[src/gel_pkg.sv]
// Shared types and constants for the gear event logger.
// No dependencies; imported by every module of the block.
`default_nettype none

package gel_pkg;

  localparam int unsigned LOG_DEPTH = 10;
  localparam int unsigned PTR_W     = $clog2(LOG_DEPTH);
  localparam int unsigned CNT_W     = $clog2(LOG_DEPTH + 1);
  localparam int unsigned IDX_W     = 4;
  localparam int unsigned CMP_W     = (CNT_W > IDX_W) ? CNT_W : IDX_W;
  localparam int unsigned SUM_W     = ((PTR_W > IDX_W) ? PTR_W : IDX_W) + 1;

  localparam int unsigned ADC_W   = 10;
  localparam int unsigned SPEED_W = 7;
  localparam int unsigned EVENT_W = 4;
  localparam int unsigned KEY_W   = 3;

  // Speed is adc * 100 / 1033; 100 * ceil(2^28 / 1033) folded into one constant.
  localparam int unsigned SPEED_SHIFT = 28;
  localparam int unsigned SPEED_MUL_W = 25;
  localparam logic [SPEED_MUL_W-1:0] SPEED_MUL = 25'd25986100;
  localparam int unsigned PROD_W = ADC_W + SPEED_MUL_W;

  localparam logic [KEY_W-1:0] KEY_SW1 = 3'd1;
  localparam logic [KEY_W-1:0] KEY_SW2 = 3'd2;
  localparam logic [KEY_W-1:0] KEY_SW3 = 3'd3;
  localparam logic [KEY_W-1:0] KEY_SW4 = 3'd4;

  localparam logic [EVENT_W-1:0] EV_ON        = 4'd0;
  localparam logic [EVENT_W-1:0] EV_LOW_LIMIT = 4'd1;
  localparam logic [EVENT_W-1:0] EV_GN        = 4'd2;
  localparam logic [EVENT_W-1:0] EV_TOP_GEAR  = 4'd7;
  localparam logic [EVENT_W-1:0] EV_COLLISION = 4'd8;

  localparam logic REQ_KEY  = 1'b0;
  localparam logic REQ_READ = 1'b1;

  typedef struct packed {
    logic [4:0]         hour;
    logic [5:0]         minute;
    logic [5:0]         second;
    logic [EVENT_W-1:0] event_idx;
    logic [SPEED_W-1:0] speed;
  } rec_t;

  typedef struct packed {
    logic             we;
    logic [PTR_W-1:0] waddr;
    rec_t             wdata;
    logic             re;
    logic [PTR_W-1:0] raddr;
  } mem_req_t;

  typedef struct packed {
    logic [EVENT_W-1:0] event_idx;
    logic               go_menu;
    logic               logged;
    logic               rec_valid;
  } dec_t;

endpackage

`default_nettype wire

[src/gel_speed.sv]
// Speed scaling: adc * 100 / 1033 by a constant reciprocal multiply.
// Depends on gel_pkg.
`default_nettype none

module gel_speed (
  input  wire logic [gel_pkg::ADC_W-1:0]   adc_i,
  output logic      [gel_pkg::SPEED_W-1:0] speed_o
);
  import gel_pkg::*;

  logic [PROD_W-1:0] prod;

  assign prod    = PROD_W'(adc_i) * PROD_W'(SPEED_MUL);
  assign speed_o = prod[SPEED_SHIFT +: SPEED_W];

endmodule

`default_nettype wire

[src/gel_log_ram.sv]
// Record store: one write port and one registered read port.
// Depends on gel_pkg.
`default_nettype none

module gel_log_ram (
  input  wire logic              clk_i,
  input  wire gel_pkg::mem_req_t req_i,
  output gel_pkg::rec_t          rdata_o
);
  import gel_pkg::*;

  rec_t mem_q [LOG_DEPTH];
  rec_t rdata_q;

  always_ff @(posedge clk_i) begin
    if (req_i.we) begin
      mem_q[req_i.waddr] <= req_i.wdata;
    end
    if (req_i.re) begin
      rdata_q <= mem_q[req_i.raddr];
    end
  end

  assign rdata_o = rdata_q;

endmodule

`default_nettype wire

[src/gel_ctrl.sv]
// Event index state, ring pointers and log memory address generation.
// Depends on gel_pkg.
`default_nettype none

module gel_ctrl (
  input  wire logic                          clk_i,
  input  wire logic                          rst_ni,
  input  wire logic                          accept_i,
  input  wire logic                          req_type_i,
  input  wire logic [gel_pkg::KEY_W-1:0]     key_i,
  input  wire logic [4:0]                    hour_i,
  input  wire logic [5:0]                    minute_i,
  input  wire logic [5:0]                    second_i,
  input  wire logic [gel_pkg::SPEED_W-1:0]   speed_i,
  input  wire logic [gel_pkg::IDX_W-1:0]     read_index_i,
  output gel_pkg::dec_t                      dec_o,
  output gel_pkg::mem_req_t                  mem_req_o
);
  import gel_pkg::*;

  logic [EVENT_W-1:0] event_q, event_d;
  logic [PTR_W-1:0]   head_q, head_d;
  logic [CNT_W-1:0]   count_q, count_d;

  logic               do_log;
  logic               menu;
  logic               full;
  logic               in_range;
  logic [PTR_W-1:0]   oldest;
  logic [SUM_W-1:0]   rd_sum;
  logic [SUM_W-1:0]   rd_wrap;

  always_comb begin
    event_d = event_q;
    do_log  = 1'b0;
    menu    = 1'b0;
    if (req_type_i == REQ_KEY) begin
      if (event_q == EV_COLLISION) begin
        if (key_i == KEY_SW1 || key_i == KEY_SW2) begin
          event_d = EV_GN;
          do_log  = 1'b1;
        end
      end else begin
        case (key_i)
          KEY_SW1: begin
            if (event_q < EV_TOP_GEAR) event_d = event_q + 1'b1;
            do_log = 1'b1;
          end
          KEY_SW2: begin
            if (event_q > EV_LOW_LIMIT) event_d = event_q - 1'b1;
            do_log = 1'b1;
          end
          KEY_SW3: begin
            event_d = EV_COLLISION;
            do_log  = 1'b1;
          end
          KEY_SW4: begin
            menu = 1'b1;
          end
          default: begin
            menu = 1'b0;
          end
        endcase
      end
    end
  end

  assign full     = (count_q == CNT_W'(LOG_DEPTH));
  assign in_range = (req_type_i == REQ_READ) && (CMP_W'(read_index_i) < CMP_W'(count_q));
  assign oldest   = full ? head_q : '0;
  assign rd_sum   = SUM_W'(oldest) + SUM_W'(read_index_i);
  assign rd_wrap  = (rd_sum >= SUM_W'(LOG_DEPTH)) ? (rd_sum - SUM_W'(LOG_DEPTH)) : rd_sum;

  always_comb begin
    head_d  = head_q;
    count_d = count_q;
    if (accept_i && do_log) begin
      head_d = (head_q == PTR_W'(LOG_DEPTH - 1)) ? '0 : head_q + 1'b1;
      if (!full) count_d = count_q + 1'b1;
    end
  end

  always_ff @(posedge clk_i or negedge rst_ni) begin
    if (!rst_ni) begin
      event_q <= EV_ON;
      head_q  <= '0;
      count_q <= '0;
    end else if (accept_i) begin
      event_q <= event_d;
      head_q  <= head_d;
      count_q <= count_d;
    end
  end

  assign dec_o.event_idx = event_d;
  assign dec_o.go_menu   = menu;
  assign dec_o.logged    = do_log;
  assign dec_o.rec_valid = in_range;

  assign mem_req_o.we              = accept_i && do_log;
  assign mem_req_o.waddr           = head_q;
  assign mem_req_o.wdata.hour      = hour_i;
  assign mem_req_o.wdata.minute    = minute_i;
  assign mem_req_o.wdata.second    = second_i;
  assign mem_req_o.wdata.event_idx = event_d;
  assign mem_req_o.wdata.speed     = speed_i;
  assign mem_req_o.re              = accept_i && in_range;
  assign mem_req_o.raddr           = rd_wrap[PTR_W-1:0];

  assert property (@(posedge clk_i) disable iff (!rst_ni)
    count_q <= CNT_W'(LOG_DEPTH))
    else $error("Log count exceeds the log depth.");

  assert property (@(posedge clk_i) disable iff (!rst_ni)
    (count_q < CNT_W'(LOG_DEPTH)) |-> (CNT_W'(head_q) == count_q))
    else $error("Write pointer and count disagree before the log fills.");

  assert property (@(posedge clk_i) disable iff (!rst_ni)
    event_q <= EV_COLLISION)
    else $error("Event index out of range.");

  assert property (@(posedge clk_i) disable iff (!rst_ni)
    !(mem_req_o.we && mem_req_o.re))
    else $error("Log memory read and write in the same transaction.");

endmodule

`default_nettype wire

[src/gear_event_logger_core.sv]
// Gear event logger: one transaction in, one result out.
// A new transaction is accepted every cycle while the output register is empty or
// being taken; the result is valid in the cycle after acceptance, its record taken
// from the registered read port of the record memory. Records are stored in a ring of
// gel_pkg::LOG_DEPTH entries that overwrites the oldest one when full.
// Depends on gel_pkg, gel_speed, gel_ctrl and gel_log_ram.
`default_nettype none

module gear_event_logger_core (
  input  wire logic                          clk_i,
  input  wire logic                          rst_ni,
  input  wire logic                          in_valid_i,
  output logic                               in_ready_o,
  input  wire logic                          req_type_i,
  input  wire logic [gel_pkg::KEY_W-1:0]     key_i,
  input  wire logic [4:0]                    hour_i,
  input  wire logic [5:0]                    minute_i,
  input  wire logic [5:0]                    second_i,
  input  wire logic [gel_pkg::ADC_W-1:0]     adc_value_i,
  input  wire logic [gel_pkg::IDX_W-1:0]     read_index_i,
  output logic                               out_valid_o,
  input  wire logic                          out_ready_i,
  output logic      [gel_pkg::EVENT_W-1:0]   event_index_o,
  output logic      [gel_pkg::SPEED_W-1:0]   speed_o,
  output logic                               go_menu_o,
  output logic                               logged_o,
  output logic                               rec_valid_o,
  output logic      [4:0]                    rec_hour_o,
  output logic      [5:0]                    rec_minute_o,
  output logic      [5:0]                    rec_second_o,
  output logic      [gel_pkg::EVENT_W-1:0]   rec_event_o,
  output logic      [gel_pkg::SPEED_W-1:0]   rec_speed_o
);
  import gel_pkg::*;

  logic               accept;
  logic [SPEED_W-1:0] speed;
  dec_t               dec;
  mem_req_t           mem_req;
  rec_t               rdata;

  logic               out_valid_q, out_valid_d;
  dec_t               dec_q;
  logic [SPEED_W-1:0] speed_q;

  assign in_ready_o = !out_valid_q || out_ready_i;
  assign accept     = in_valid_i && in_ready_o;

  gel_speed u_speed (
    .adc_i   (adc_value_i),
    .speed_o (speed)
  );

  gel_ctrl u_ctrl (
    .clk_i        (clk_i),
    .rst_ni       (rst_ni),
    .accept_i     (accept),
    .req_type_i   (req_type_i),
    .key_i        (key_i),
    .hour_i       (hour_i),
    .minute_i     (minute_i),
    .second_i     (second_i),
    .speed_i      (speed),
    .read_index_i (read_index_i),
    .dec_o        (dec),
    .mem_req_o    (mem_req)
  );

  gel_log_ram u_ram (
    .clk_i   (clk_i),
    .req_i   (mem_req),
    .rdata_o (rdata)
  );

  always_comb begin
    out_valid_d = out_valid_q;
    if (accept) begin
      out_valid_d = 1'b1;
    end else if (out_ready_i) begin
      out_valid_d = 1'b0;
    end
  end

  always_ff @(posedge clk_i or negedge rst_ni) begin
    if (!rst_ni) begin
      out_valid_q <= 1'b0;
    end else begin
      out_valid_q <= out_valid_d;
    end
  end

  always_ff @(posedge clk_i) begin
    if (accept) begin
      dec_q   <= dec;
      speed_q <= speed;
    end
  end

  assign out_valid_o   = out_valid_q;
  assign event_index_o = dec_q.event_idx;
  assign speed_o       = speed_q;
  assign go_menu_o     = dec_q.go_menu;
  assign logged_o      = dec_q.logged;
  assign rec_valid_o   = dec_q.rec_valid;
  assign rec_hour_o    = dec_q.rec_valid ? rdata.hour      : '0;
  assign rec_minute_o  = dec_q.rec_valid ? rdata.minute    : '0;
  assign rec_second_o  = dec_q.rec_valid ? rdata.second    : '0;
  assign rec_event_o   = dec_q.rec_valid ? rdata.event_idx : '0;
  assign rec_speed_o   = dec_q.rec_valid ? rdata.speed     : '0;

  assert property (@(posedge clk_i) disable iff (!rst_ni)
    (out_valid_q && !out_ready_i) |-> !in_ready_o)
    else $error("Transaction accepted while a result is stalled.");

  assert property (@(posedge clk_i) disable iff (!rst_ni)
    accept |=> out_valid_q)
    else $error("Accepted transaction produced no result.");

  assert property (@(posedge clk_i) disable iff (!rst_ni)
    out_valid_q |-> !(dec_q.logged && dec_q.rec_valid))
    else $error("Result marks both a logged key and a record read.");

endmodule

`default_nettype wire

[config.mk]
export PLATFORM = sky130hd
export DESIGN_NAME = gear_event_logger_core
export DESIGN_NICKNAME = d
export VERILOG_FILES = /design/src/gel_pkg.sv /design/src/gel_speed.sv /design/src/gel_log_ram.sv /design/src/gel_ctrl.sv /design/src/gear_event_logger_core.sv
export SDC_FILE = /design/constraint.sdc
export NUM_CORES = 1
export LEC_CHECK = 0
export BUFFER_PORTS_ARGS = -buffer_cell sky130_fd_sc_hd__buf_4
export CAP_MARGIN = 25
export CORE_UTILIZATION = 40
export CTS_CLUSTER_DIAMETER = 40
export DETAILED_ROUTE_END_ITERATION = 8
export SLEW_MARGIN = 10
export SYNTH_ARGS = -nofsm -noshare
export SYNTH_HDL_FRONTEND = slang
export SYNTH_SLANG_ARGS = --single-unit
[constraint.sdc]
create_clock -name clk_i -period 4.4 [get_ports clk_i]
set_input_delay 0.88 -clock clk_i [delete_from_list [all_inputs] [get_ports clk_i]]
set_output_delay 0.88 -clock clk_i [all_outputs]
set_load 0.01 [all_outputs]
==> flow_metrics.tcl <==
set metrics [dict create \
    final_layout_size_suffix_gt1_share_pct 30.4 \
    arrival_ns 4.88 \
    antenna_left 0 \
    hold_violations 0 \
    dr_total_vias 10300 \
    relSlewSlack_pct 34.9 \
    synth_ff_type "edfxtp_1" \
    min-delay-path-class "input pin to async pin" \
    drt-pass1-iter-count 4 \
    max-cap-violations 0 \
    post-route-period-util_pct 105 \
    ctsHoldBuffers 0 \
    syn_area_per_cell_um2 14.3 \
    synth_xor_xnor_area_share_pct 0.791 \
    cts.sinks 335 \
    crit_required_ns 4.66 \
    place_hpwl_um 23500 \
    fillers 3474 \
    placedCellCount 1809 \
    die_w_um 206 \
    first_global_vias 10400 \
    critPathLaunchType "input pin" \
    die_y_um 206 \
    yosysSeqAreaShare_pct 60.2 \
    fmax_ghz 0.216 \
    rows 74 \
    wl_met3_um 1630 \
    synthCells 1157 \
    rsz0062_at_grt "yes" \
    route.met2.wl_um 20700 \
    overflow 0 \
    design.die.area_um2 42300 \
    wl_per_cell_um 21.1 \
    finalWorstSetupSlack_ns -0.220 \
    synth_mux_area_share_pct 2.34 \
    grtUsageTotal_pct 18.7 \
    drt-initial-drc-count 671 \
    final_nets 1526 \
    clkTransAtPathRegs_ns 0.06 \
    numPortBuffers 82 \
    top_layer "met4" \
    yosysWarningCount 0 \
    tightest_slew_ns 0.976 \
    netlist_area_um2 16600 \
    synth_compound_gate_area_share_pct 10.3 \
    setup.worst_path.class "input pin to flip-flop" \
    crit_fanout 11 \
    vias_per_cell 5.42 \
    cts_tree "done" \
    p_per_area_nw_per_um2 510 \
    syn_nets 1345 \
    synth_edf_count 322 \
    drcViolationCount 0 \
    period_needed_ns 4.62 \
    status "complete, but fails checks" \
    violations "setup timing" \
    drv_slew 0 \
    cts_buffers 37 \
    antenna_found_initial 0 \
    layout_common_cells "edfxtp_1 (322), buf_4 (175), and3_1 (113)" \
    async_flop_share_pct 3.88 \
    grt_max_degree 66 \
    fin_worst_skew_ns 0.0159 \
    clock_latency_ns 0.51 \
    pin_count 83 \
    placed_area_um2 18700 \
    syn2layout_area_growth_pct 23.5 \
    synth-seq-cells 335 \
    yosys.area_share.simple_pct 10.1 \
    grt_pass1_wl_um 59800 \
    diodes 0 \
    synthAdderAreaFrac_pct 12.5 \
    instances_no_fill 1893 \
    ys_types 61 \
    drt-met1-wl_um 16900 \
    synth_top_family_by_area "adder cells" \
    stdcell_area_um2 20500 \
    final_common_cell "edfxtp_1" \
    start_util_pct 40.6 \
    cp-end-kind "flip-flop" \
    setup-violations-final 66 \
    finalWeightedCongestion 0.824 \
    cts.path.max_buffers 3 \
    root_buffer "clkbuf_16" \
    ir_worst_vdd_mv 0.226 \
    wl_um 39900 \
    p_leak_nw 7.79 \
    ctsHtreeMaxLevel 2 \
    core_area_um2 40900 \
    place_ws_ns -0.937 \
]
-- through the flow --
stage	power [W]	setup TNS [ns]	hold WS [ns]	utilization, %
4_1_cts	0.0104	-8.65	0.203	49.6
3_5_place_dp	0.00710	-61.64	0.502	45.7
3_3_place_gp	0.00703	-56.57	0.490	45.7
2_1_floorplan	0.00593	-21.29	0.466	-
5_1_grt	0.0109	-17.72	0.215	50.1
6_report	0.0104	-10.45	0.216	50.1
-- cell families (layout without fill, tap and decap cells) --
group,Yosys count,count (layout)
fa+ha+maj,149,149
simple gates,272,273
compound gates,215,215
flops,335,335
xor+xnor,15,16
mux,35,35
buf+inv,136,338
-- layer usage --
metal	track usage, %	vias up
met5	0	-
met4	4.26	0
met3	1.96	44
met2	34.0	227
met1	23.7	5142
li1	-	4839
-- registers in the layout, summed over array words and instances (netlist names) --
name	count
u_ram.mem_q	280
u_ram.rdata_o	28
speed_o	7
event_index_o	4
u_ctrl.count_q	4
u_ctrl.event_q	4
u_ctrl.head_q	4
go_menu_o	1
logged_o	1
out_valid_o	1
rec_valid_o	1
-- cells in the mapped netlist (3+ instances only) --
cell / instances / area (um^2)
o21a_1: 3 / 22.5
nand3_1: 7 / 35.0
ha_1: 122 / 1530
or3_1: 4 / 25.0
edfxtp_1: 322 / 9670
a21o_1: 5 / 37.5
nor4_1: 10 / 62.6
inv_1: 73 / 274
fa_1: 27 / 541
buf_6: 8 / 90.1
or4_1: 3 / 22.5
nor4_2: 19 / 238
mux2i_1: 4 / 40.0
o32ai_1: 28 / 245
a21oi_1: 20 / 100
a211oi_1: 67 / 503
nand2_1: 29 / 109
a21boi_1: 3 / 22.5
a31oi_1: 3 / 18.8
buf_2: 9 / 45.0
nand2b_1: 5 / 31.3
xor2_1: 3 / 26.3
and2_1: 33 / 206
xnor2_1: 12 / 105
clkbuf_1: 40 / 150
o211ai_1: 3 / 22.5
nor2_1: 24 / 90.1
and3_1: 113 / 707
o21bai_1: 3 / 22.5
nor3_1: 8 / 40.0
buf_4: 3 / 22.5
o21ai_0: 14 / 70.1
mux2_2: 31 / 349
a211oi_2: 23 / 288
dfrtp_1: 13 / 325
a21boi_0: 26 / 195
nand4_1: 6 / 37.5
-- worst paths after layout --
path | from | to | slack (ns) | cells past startpoint
max | adc_value_i[2] | u_ram.mem_q[5][6]$_DFFE_PP_ | -0.22 | 19
min | rst_ni | out_valid_o$_DFFE_PN0P_ | 0.22 | 1
max reg2reg | u_ctrl.count_q[0]$_DFFE_PN0P_ | u_ram.rdata_o[1]$_DFFE_PP_ | 0.22 | 19
min reg2reg | u_ctrl.count_q[3]$_DFFE_PN0P_ | u_ctrl.count_q[3]$_DFFE_PN0P_ | 0.51 | 1
max in group asynchronous | rst_ni | u_ctrl.event_q[0]$_DFFE_PN0P_ | 4.01 | 1
min in group clk_i | u_ctrl.count_q[3]$_DFFE_PN0P_ | u_ctrl.count_q[3]$_DFFE_PN0P_ | 0.51 | 1
-- critical path: stages --
cell,delay [ns]
buf_8,0.09
inv_4,0.03
ha_4,0.25
inv_2,0.04
ha_4,0.26
inv_2,0.03
fa_1,0.47
inv_1,0.05
fa_1,0.54
ha_4,0.23
ha_4,0.26
nand4_1,0.12
or4_4,0.53
a311o_1,0.31
nand4_1,0.17
a311oi_2,0.14
o21bai_1,0.24
xnor2_2,0.10
buf_6,0.14
-- repair_timing --
action / CTS / global route
buffers inserted: 13 / 3
gates resized for setup: 39 / 28
pin swaps: 22 / 3
gates cloned: 3 / 3
endpoints found under the setup margin: 80 / 104
-- area by class of cell --
class / instances / area, um^2 / share of cell area, %
clock buffers: 40 / 937 / 4.57
repair buffers: 203 / 1780 / 8.67
well taps: 532 / 666 / 3.25
clock inverters: 22 / 214 / 1.04
inverters: 73 / 277 / 1.35
flip-flops and latches: 335 / 9990 / 48.8
multi-input cells: 688 / 6630 / 32.4
-- power by group --
| part | switching (W) | internal (W) |
|---|---|---|
| Clock | 0.00120 | 0.00172 |
| Sequential | 0.0000951 | 0.00390 |
| Combinational | 0.00188 | 0.00165 |
| Total | 0.00318 | 0.00727 |
Note: power is estimated with default switching activity, not from simulation.
